## config.mk

```make
export PLATFORM = sky130hd
export DESIGN_NAME = message_queue_frame_deframer_core
export DESIGN_NICKNAME = d
export VERILOG_FILES = /design/src/sv/mqfd_pkg.sv /design/src/sv/mqfd_decoder.sv /design/src/sv/message_queue_frame_deframer_core.sv
export SDC_FILE = /design/constraint.sdc
export NUM_CORES = 1
export LEC_CHECK = 0
export BUFFER_PORTS_ARGS = -buffer_cell sky130_fd_sc_hd__buf_2
export CAP_MARGIN = 0
export CORE_ASPECT_RATIO = 0.75
export CORE_MARGIN = 2
export CORE_UTILIZATION = 55
export DETAILED_ROUTE_END_ITERATION = 8
export PLACE_DENSITY_LB_ADDON = 0.08
export REMOVE_ABC_BUFFERS = 1
export SYNTH_ARGS = -nofsm -noshare
export SYNTH_HDL_FRONTEND = slang
export SYNTH_SLANG_ARGS = --single-unit
export TNS_END_PERCENT = 50
```

## constraint.sdc

```tcl
create_clock -name clk -period 20.8 [get_ports clk]
set_input_delay 2.08 -clock clk [delete_from_list [all_inputs] [get_ports clk]]
set_output_delay 2.08 -clock clk [all_outputs]
set_load 0.02 [all_outputs]
```

## src/sv/mqfd_pkg.sv

```systemverilog
package mqfd_pkg;

  // Offset within a frame, saturating at the start of the message body
  localparam int unsigned POS_W = 6;

  localparam logic [POS_W-1:0] SIZE_LAST    = 6'd3;
  localparam logic [POS_W-1:0] SIZE_END     = 6'd4;
  localparam logic [POS_W-1:0] TYPE_LAST    = 6'd7;
  localparam logic [POS_W-1:0] HEADER_END   = 6'd8;
  localparam logic [POS_W-1:0] ATTEMPTS_AT  = 6'd16;
  localparam logic [POS_W-1:0] ATTEMPTS_END = 6'd18;
  localparam logic [POS_W-1:0] MSG_BODY_AT  = 6'd34;

  localparam logic [31:0] MIN_FRAME_SIZE = 32'd4;
  localparam logic [31:0] MSG_MIN_SIZE   = 32'd30;
  localparam logic [31:0] TYPE_MSG_CODE  = 32'd2;

  // Section tag carried with every byte
  typedef enum logic [2:0] {
    SEC_SIZE      = 3'd0,
    SEC_TYPE      = 3'd1,
    SEC_TIMESTAMP = 3'd2,
    SEC_ATTEMPTS  = 3'd3,
    SEC_MSG_ID    = 3'd4,
    SEC_DATA      = 3'd5,
    SEC_SKIP      = 3'd6
  } section_t;

  // Frame kind
  typedef enum logic [1:0] {
    KIND_RESPONSE = 2'd0,
    KIND_ERROR    = 2'd1,
    KIND_MESSAGE  = 2'd2,
    KIND_INVALID  = 2'd3
  } kind_t;

  // One tagged byte
  typedef struct packed {
    section_t    section;
    logic [7:0]  byte_out;
    kind_t       frame_kind;
    logic        kind_valid;
    logic [31:0] frame_size;
    logic [63:0] timestamp_ns;
    logic [15:0] attempt_count;
    logic        frame_end;
  } result_t;

endpackage

```

## src/sv/mqfd_decoder.sv

```systemverilog
module mqfd_decoder (
  input  logic                clk,
  input  logic                rst_n,
  input  logic                step,
  input  logic [7:0]          byte_in,
  output mqfd_pkg::result_t   result
);
  import mqfd_pkg::*;

  logic [POS_W-1:0] pos_r,   pos_nxt;
  logic [31:0]      size_r,  size_nxt;
  logic [31:0]      type_r,  type_nxt;
  kind_t            kind_r,  kind_nxt;
  logic             known_r, known_nxt;
  logic [63:0]      ts_r,    ts_nxt;
  logic [15:0]      att_r,   att_nxt;
  logic [31:0]      left_r,  left_nxt;

  logic             first;
  logic             frame_end;
  section_t         section;

  // Decode one byte against the current frame state
  always_comb begin
    first     = (pos_r == '0);
    size_nxt  = first ? '0 : size_r;
    type_nxt  = first ? '0 : type_r;
    kind_nxt  = first ? KIND_RESPONSE : kind_r;
    known_nxt = first ? 1'b0 : known_r;
    ts_nxt    = first ? '0 : ts_r;
    att_nxt   = first ? '0 : att_r;
    left_nxt  = left_r;
    frame_end = 1'b0;
    section   = SEC_SIZE;

    if (pos_r < SIZE_END) begin
      section  = SEC_SIZE;
      size_nxt = {size_nxt[23:0], byte_in};
      if (pos_r == SIZE_LAST) begin
        left_nxt  = size_nxt;
        frame_end = (size_nxt == '0);
        if (size_nxt < MIN_FRAME_SIZE) begin
          kind_nxt  = KIND_INVALID;
          known_nxt = 1'b1;
        end
      end
    end else begin
      left_nxt  = left_r - 32'd1;
      frame_end = (left_nxt == '0);
      if (known_nxt && kind_nxt == KIND_INVALID) begin
        section = SEC_SKIP;
      end else if (pos_r < HEADER_END) begin
        section  = SEC_TYPE;
        type_nxt = {type_nxt[23:0], byte_in};
        if (pos_r == TYPE_LAST) begin
          if (type_nxt > TYPE_MSG_CODE) begin
            kind_nxt = KIND_INVALID;
          end else if (type_nxt == TYPE_MSG_CODE && size_nxt < MSG_MIN_SIZE) begin
            kind_nxt = KIND_INVALID;
          end else begin
            kind_nxt = kind_t'(type_nxt[1:0]);
          end
          known_nxt = 1'b1;
        end
      end else if (kind_nxt != KIND_MESSAGE) begin
        section = SEC_DATA;
      end else if (pos_r < ATTEMPTS_AT) begin
        section = SEC_TIMESTAMP;
        ts_nxt  = {ts_nxt[55:0], byte_in};
      end else if (pos_r < ATTEMPTS_END) begin
        section = SEC_ATTEMPTS;
        att_nxt = {att_nxt[7:0], byte_in};
      end else if (pos_r < MSG_BODY_AT) begin
        section = SEC_MSG_ID;
      end else begin
        section = SEC_DATA;
      end
    end

    // Advance offset; hold it once the body starts
    if (frame_end) begin
      pos_nxt = '0;
    end else if (pos_r < MSG_BODY_AT) begin
      pos_nxt = pos_r + 6'd1;
    end else begin
      pos_nxt = pos_r;
    end

    result.section       = section;
    result.byte_out      = byte_in;
    result.frame_kind    = known_nxt ? kind_nxt : KIND_RESPONSE;
    result.kind_valid    = known_nxt;
    result.frame_size    = size_nxt;
    result.timestamp_ns  = ts_nxt;
    result.attempt_count = att_nxt;
    result.frame_end     = frame_end;
  end

  // Frame offset
  always_ff @(posedge clk) begin
    if (!rst_n) begin
      pos_r <= '0;
    end else if (step) begin
      pos_r <= pos_nxt;
    end
  end

  // Decoded fields; cleared on the first byte of each frame
  always_ff @(posedge clk) begin
    if (step) begin
      size_r  <= size_nxt;
      type_r  <= type_nxt;
      kind_r  <= kind_nxt;
      known_r <= known_nxt;
      ts_r    <= ts_nxt;
      att_r   <= att_nxt;
      left_r  <= left_nxt;
    end
  end

endmodule

```

## src/sv/message_queue_frame_deframer_core.sv

```systemverilog
// Frame stream tagger. Takes one raw byte per beat and returns one tagged
// byte per beat: its section within the frame (size, type, timestamp,
// attempts, message id, data/body or skipped), the frame kind once the
// type field is complete, the decoded size, timestamp and attempts count,
// and a flag on the final byte of each frame. A frame whose type is not
// response, error or message, or whose size is too short for its kind, is
// marked invalid and its remaining bytes are tagged as skipped. Throughput
// is one byte per clock while the output is not stalled. Each beat is
// first captured in the input register; its decode is then loaded into
// the result register, which drives the result port, once that register
// has room. While a finished result waits to be taken, the input accepts
// one more beat into its register and then stalls.
module message_queue_frame_deframer_core (
  input  logic        clk,
  input  logic        rst_n,
  input  logic        in_valid,
  output logic        in_stall,
  input  logic [7:0]  in_stream_byte,
  output logic        out_valid,
  input  logic        out_stall,
  output logic [2:0]  out_section,
  output logic [7:0]  out_byte_out,
  output logic [1:0]  out_frame_kind,
  output logic        out_kind_valid,
  output logic [31:0] out_frame_size,
  output logic [63:0] out_timestamp_ns,
  output logic [15:0] out_attempt_count,
  output logic        out_frame_end
);
  import mqfd_pkg::*;

  logic       in_valid_r, in_valid_nxt;
  logic [7:0] in_byte_r;
  logic       out_valid_r, out_valid_nxt;
  result_t    result_r;
  result_t    result;
  logic       out_ready;
  logic       step;
  logic       in_fire;

  // Handshake: move the input beat into the result register when it has room
  assign out_ready = !out_valid_r || !out_stall;
  assign step      = in_valid_r && out_ready;
  assign in_stall  = in_valid_r && !out_ready;
  assign in_fire   = in_valid && !in_stall;

  always_comb begin
    in_valid_nxt = in_valid_r;
    if (in_fire) begin
      in_valid_nxt = 1'b1;
    end else if (step) begin
      in_valid_nxt = 1'b0;
    end
    out_valid_nxt = out_valid_r;
    if (step) begin
      out_valid_nxt = 1'b1;
    end else if (out_valid_r && !out_stall) begin
      out_valid_nxt = 1'b0;
    end
  end

  mqfd_decoder u_decoder (
    .clk     (clk),
    .rst_n   (rst_n),
    .step    (step),
    .byte_in (in_byte_r),
    .result  (result)
  );

  // Valid flags
  always_ff @(posedge clk) begin
    if (!rst_n) begin
      in_valid_r  <= 1'b0;
      out_valid_r <= 1'b0;
    end else begin
      in_valid_r  <= in_valid_nxt;
      out_valid_r <= out_valid_nxt;
    end
  end

  // Capture input beat
  always_ff @(posedge clk) begin
    if (in_fire) begin
      in_byte_r <= in_stream_byte;
    end
  end

  // Capture result beat
  always_ff @(posedge clk) begin
    if (step) begin
      result_r <= result;
    end
  end

  assign out_valid         = out_valid_r;
  assign out_section       = result_r.section;
  assign out_byte_out      = result_r.byte_out;
  assign out_frame_kind    = result_r.frame_kind;
  assign out_kind_valid    = result_r.kind_valid;
  assign out_frame_size    = result_r.frame_size;
  assign out_timestamp_ns  = result_r.timestamp_ns;
  assign out_attempt_count = result_r.attempt_count;
  assign out_frame_end     = result_r.frame_end;

endmodule
```

== Word-level counts from Yosys, hierarchy flattened ==
Cells that the tools add are included.
Cells by class
  $lt $le $gt $ge: 8
  reductions and logical operators: 20
  add/sub/neg operators: 2
  multiplexer cells: 51
  eq/ne operators: 6
Operator list (count)
  2-to-1 mux 64 bit: 6
  2-to-1 mux 32 bit: 8
  2-to-1 mux 16 bit: 7
  logical NOT 32 bit: 2
  equality test 32 x 2 -> 1 bit, second input constant: 1
  greater-than comparator 32 x 2 -> 1 bit, second input constant: 1
  < comparator 32 x 3 -> 1 bit, second input constant: 1
  < comparator 32 x 5 -> 1 bit, second input constant: 1
  subtractor 32 x 1 -> 32 bit, second input constant: 1
  2-to-1 mux 2 bit: 9
  2-to-1 mux 3 bit: 5
  2-to-1 mux 1 bit: 14
  < comparator 6 x 5 -> 1 bit, second input constant: 2
  2-to-1 mux 6 bit: 2
  adder 6 x 1 -> 6 bit, second input constant: 1
  equality test 6 x 2 -> 1 bit, second input constant: 1
  equality test 6 x 3 -> 1 bit, second input constant: 1
  logical AND 1 bit: 6
  logical NOT 6 bit: 1
  < comparator 6 x 3 -> 1 bit, second input constant: 1
  < comparator 6 x 4 -> 1 bit, second input constant: 1
  < comparator 6 bit, second input constant: 1
  nonzero test 2 bit: 3
  logical NOT 1 bit: 4
  other kinds (5): 7
Word-level totals
  input port bits: 12
  logic and storage cells: 103
  register bits after elaboration: 209
  output and inout port bits: 129

== Logic depth before layout (Yosys ltp) ==
  word-level depth: 10
  gate-level depth with buffers: 10

== Cells and area by module ==
A second synthesis with hierarchy kept.
Unflattened totals
  cell total of the unflattened synthesis: 1059
  area, all modules: 13093.8 um^2
Modules (own cells, without submodules)
  mqfd_decoder: times used 1, area each 8956.1 um^2, cells an instance 916
  message_queue_frame_deframer_core: times used 1, area each 4137.7 um^2, cells an instance 143

== Worst setup path after synthesis ==
No wires, ideal clock.
  path type: input-to-reg
  from: input out_stall
  to: register u_decoder.left_r[0] (enable)
  path buffers: 0
  library setup time: 0.421 ns
  cell stages on the path: 3
  arrival time: 11.621 ns
  slack: 8.758 ns
  required time: 20.379 ns
  cell sequence: a21boi_1 -> inv_1 -> nor2_1
On the way
  cells in the longest elaborated chain, start to end: 4
RTL lines
  start, declared: RTL line message_queue_frame_deframer_core.sv:20  | input logic out_stall,
  logical NOT 1 bit: RTL line message_queue_frame_deframer_core.sv:42  | assign out_ready = !out_valid_r || !out_stall;
  logical OR 1 bit: RTL line message_queue_frame_deframer_core.sv:42
  logical AND 1 bit: RTL line message_queue_frame_deframer_core.sv:43  | assign step = in_valid_r && out_ready;
  AND reduction 2 bit (no source line)
  end signal, assigned: RTL line mqfd_decoder.sv:117  | left_r <= left_nxt;
  end, declared: RTL line mqfd_decoder.sv:17  | logic [31:0] left_r, left_nxt;
Every way passes these cells.
A chain may end at the register's enable or synchronous reset.

== Final worst setup path ==
  from: input out_stall
  to: output in_stall
On the way
  cells in the longest elaborated chain, start to end: 4
RTL lines
  logical NOT 1 bit: RTL line message_queue_frame_deframer_core.sv:42
  logical OR 1 bit: RTL line message_queue_frame_deframer_core.sv:42
  logical NOT 1 bit: RTL line message_queue_frame_deframer_core.sv:44  | assign in_stall = in_valid_r && !out_ready;
  logical AND 1 bit: RTL line message_queue_frame_deframer_core.sv:44
  end, declared: RTL line message_queue_frame_deframer_core.sv:17  | output logic in_stall,
Every way passes these cells.

==> results by group <==
Critical path
  – Critical path depth: 3
  – Crit path capture: in_stall
  – CP Cell Sequence: buf_2 > and3_1 > buf_2
  – Critical path capture point type: output pin
  – Critical Path Source Type: input pin
  – Crit-path max FO: 3
  – WP buf/inv: 2
  – Critical path type: in -> out
  – Most used cell, CP: buf_2
  – Critical R2R Launch: u_decoder.left_r[0]
  – CP Launch Point: out_stall
  – R2R setup slack: 17,360 ps
  – Depth of the worst register-to-register path: 9
  – CP arrival: about 2600 ps
  – Worst EP required: 18,720 ps
  – Delay-heaviest family, CP: buffers and inverters
  – Biggest cell delay along the critical path: 210 ps
  – Slowest cell on crit path: and3_1
  – Crit Reg-Reg Endpoint: u_decoder.pos_r[1]

Global routing
  – Global-route wire length before repair: around 38,000 microns
  – Initial antenna violation count: 0
  – Largest net degree at the start of global routing: 84
  – GRT Residual Overflow: 0
  – All-Layer GR Usage: between 20 and 30%
  – Vias in the first global route: approximately 7,000

STA
  – Worst Skew: roughly 7.6 ps
  – Period minus WS final: 4660 ps
  – Final Cycle Share: between 20% and 30%
  – Slew Viols, Final: 0
  – Final TNS setup: 0 ps
  – Worst slew pin tran: 1030 ps
  – FMAX: 214 MHz
  – Final Hold Viols: 0
  – RSZ-0062 raised after global routing: false
  – Final WS setup: 16,140 ps
  – Slew margin rel.: between 30% and 40%
  – Setup violators final: 0
  – Hold WS: 512 ps

Run status
  – Status: finished, final reports clean

Power
  – LEAKAGE: 4.19 nW
  – Total power: around 0.89 mW
  – Max IR drop VDD: ~0.000063 V
  – P per Cell Area: between 80 and 90 nW/um^2

Floorplan
  – DIE AREA: 18,600 sq um
  – Core area: ~17,000 sq um
  – Die Y: between 100 and 150 microns
  – Ports: 141
  – Die Wd: 157 microns
  – # rows: ~40
  – Initial core utilization: 56.7%

Route
  – DR vias: 7,759
  – DR WL/cell: around 18 microns
  – Post-route ant nets: 0
  – Via density: slightly below 6
  – Drt pass-1 iters: 5
  – DRT Wirelength: between 20,000 and 25,000 microns
  – Drc violations: 0
  – 1st-iter DRT viols: 842

Place
  – Post-DP HPWL: ~16,000 microns
  – Port Buffer Count: 140
  – Place WS: 16,140 ps
  – Routability Congestion: roughly 0.96
  – Dpl cell area: ~11,000 sq um

Clock tree
  – CTS Root Cell: clkbuf_16
  – Reg clk slew, reported paths: approximately 60 ps
  – CTS Buf Count: 20
  – Clk_lat worst skew: slightly below 500 ps
  – TritonCTS clock tree: yes
  – CTS max path bufs: 3
  – Number of hold buffers added after CTS: 0
  – Sink Count: 201
  – Post-CTS sizing: 0
  – Htree depth: 1
  – Setup Buffers After CTS: 0

Synthesis
  – Post-Synthesis Cells: approximately 960
  – Synth async-reset ratio: 0%
  – Post-synth EDFFs: between 150 and 200
  – Synth top area share: about three fifths
  – Post-synth top flop: edfxtp_1
  – Seq/Total Area, Yosys: about three fifths
  – Post-synth top area cell: edfxtp_1
  – Dominant cells by area after synthesis: edfxtp_1, nand2_1, a21oi_1
  – Avg Synthesized Cell Area: slightly above 10 sq um
  – Netlist cell types: 48
  – Yosys warns: 0
  – Mapped Area: 9630 sq um
  – Flops & latches, synth: between 200 and 250

Finish
  – Fraction of layout cells with a size suffix above 1: between 15 and 20%
  – Most frequent cells in the layout: nand2_1, edfxtp_1, buf_2
  – ANT cells: 0
  – Area delta synth->final: 15.5%
  – Commonest non-fill, non-tap cell in the layout: nand2_1
  – Final net count: around 1,100
  – Design Area, Final: between 10,000 and 15,000 sq um
  – Filler cells: 1,384

Hold path
  – Hold/Removal Path Class: reg -> reg

Run
  – Maxcap violations: 0
==> stage by stage <==
stage / util [%] / instances
after floorplan: - / 898
after global placement: 62.1 / 1285
after detailed placement: 62.1 / 1285
after CTS: 65.6 / 1317
after global routing: 65.6 / 1317
final: 65.6 / 1317
==> synthesized netlist by cell type (6+ instances only) <==
cell type,count
nand3_1,39
nor2_1,40
xnor2_1,16
a21oi_1,108
or3_1,8
inv_1,10
edfxtp_1,193
xor2_1,9
o31a_1,7
buf_1,11
nor3_1,20
dfxtp_1,8
nand2_1,300
nand4_1,13
o21ai_0,32
nor4_1,33
a31oi_1,6
clkbuf_1,46
==> state kept, by name, summed over array words and instances (netlist names) <==
name / count
out_valid: 1
u_decoder.left_r: 32
out_frame_kind: 2
u_decoder.type_r: 24
in_byte_r: 8
u_decoder.size_r: 32
u_decoder.known_r: 1
u_decoder.pos_r: 6
in_valid_r: 1
u_decoder.ts_r: 64
out_section: 3
u_decoder.att_r: 16
u_decoder.kind_r: 2
out_byte_out: 8
out_frame_end: 1
==> worst reg2reg max path, stage by stage (launching register included) <==
cell and delay (ps):
edfxtp_1 440, inv_1 100, ha_1 200, nor3b_1 400, nand4_1 560, o31a_1 480
nor4_1 390, and4_1 370, a41o_2 310, a21oi_1 70
==> cells by family (layout without fill, tap and decap cells) <==
group	count (synthesis)	count (layout)	share of synthesized area, %
DFF	201	201	61.8
adders and majority gates	4	4	0.520
xor gates and xnor gates	25	25	2.27
AOI/OAI and AO/OA	172	172	10.0
and+or+nand+nor	486	486	22.7
buffers and inverters	68	193	2.66
==> report_power, final <==
part | switching [mW] | internal (mW)
registers | 0.0156 | 0.466
clock network | 0.142 | 0.195
logic | 0.0530 | 0.0210
==> area by class of cell <==
type	instances	area [sq um]	share of cell area (%)
well taps	236	295	2.65
clock inverters	5	46.3	0.416
inverters	10	37.5	0.337
flip-flops and latches	201	5960	53.5
clock buffers	27	548	4.92
repair buffers	151	783	7.04
multi-input cells	687	3460	31.1
==> worst min-delay path by stage <==
| stage | startpoint | end | slack, ps | cells after the start |
|---|---|---|---|---|
| finish | in_valid_r | out_valid | 510 | 2 |
| CTS | in_valid_r | out_valid | 510 | 2 |
| global route | in_valid_r | out_valid | 570 | 2 |
| detailed placement | in_valid_r | out_valid | 510 | 2 |
| floorplan | in_valid_r | out_valid | 470 | 2 |
| global placement | in_valid_r | out_valid | 490 | 2 |
==> layer usage <==
| layer | GRT usage (%) | vias to the layer above | share of wire (%) |
|---|---|---|---|
| li1 | - | 3682 | - |
| met1 | 42.5 | 3754 | 48 |
| met2 | 36.0 | 299 | 43 |
| met3 | 4.47 | 24 | 7.5 |
| met4 | 4.47 | 0 | 1.2 |
| met5 | 0 | - | 0 |
(Power assumes the default switching activity.)
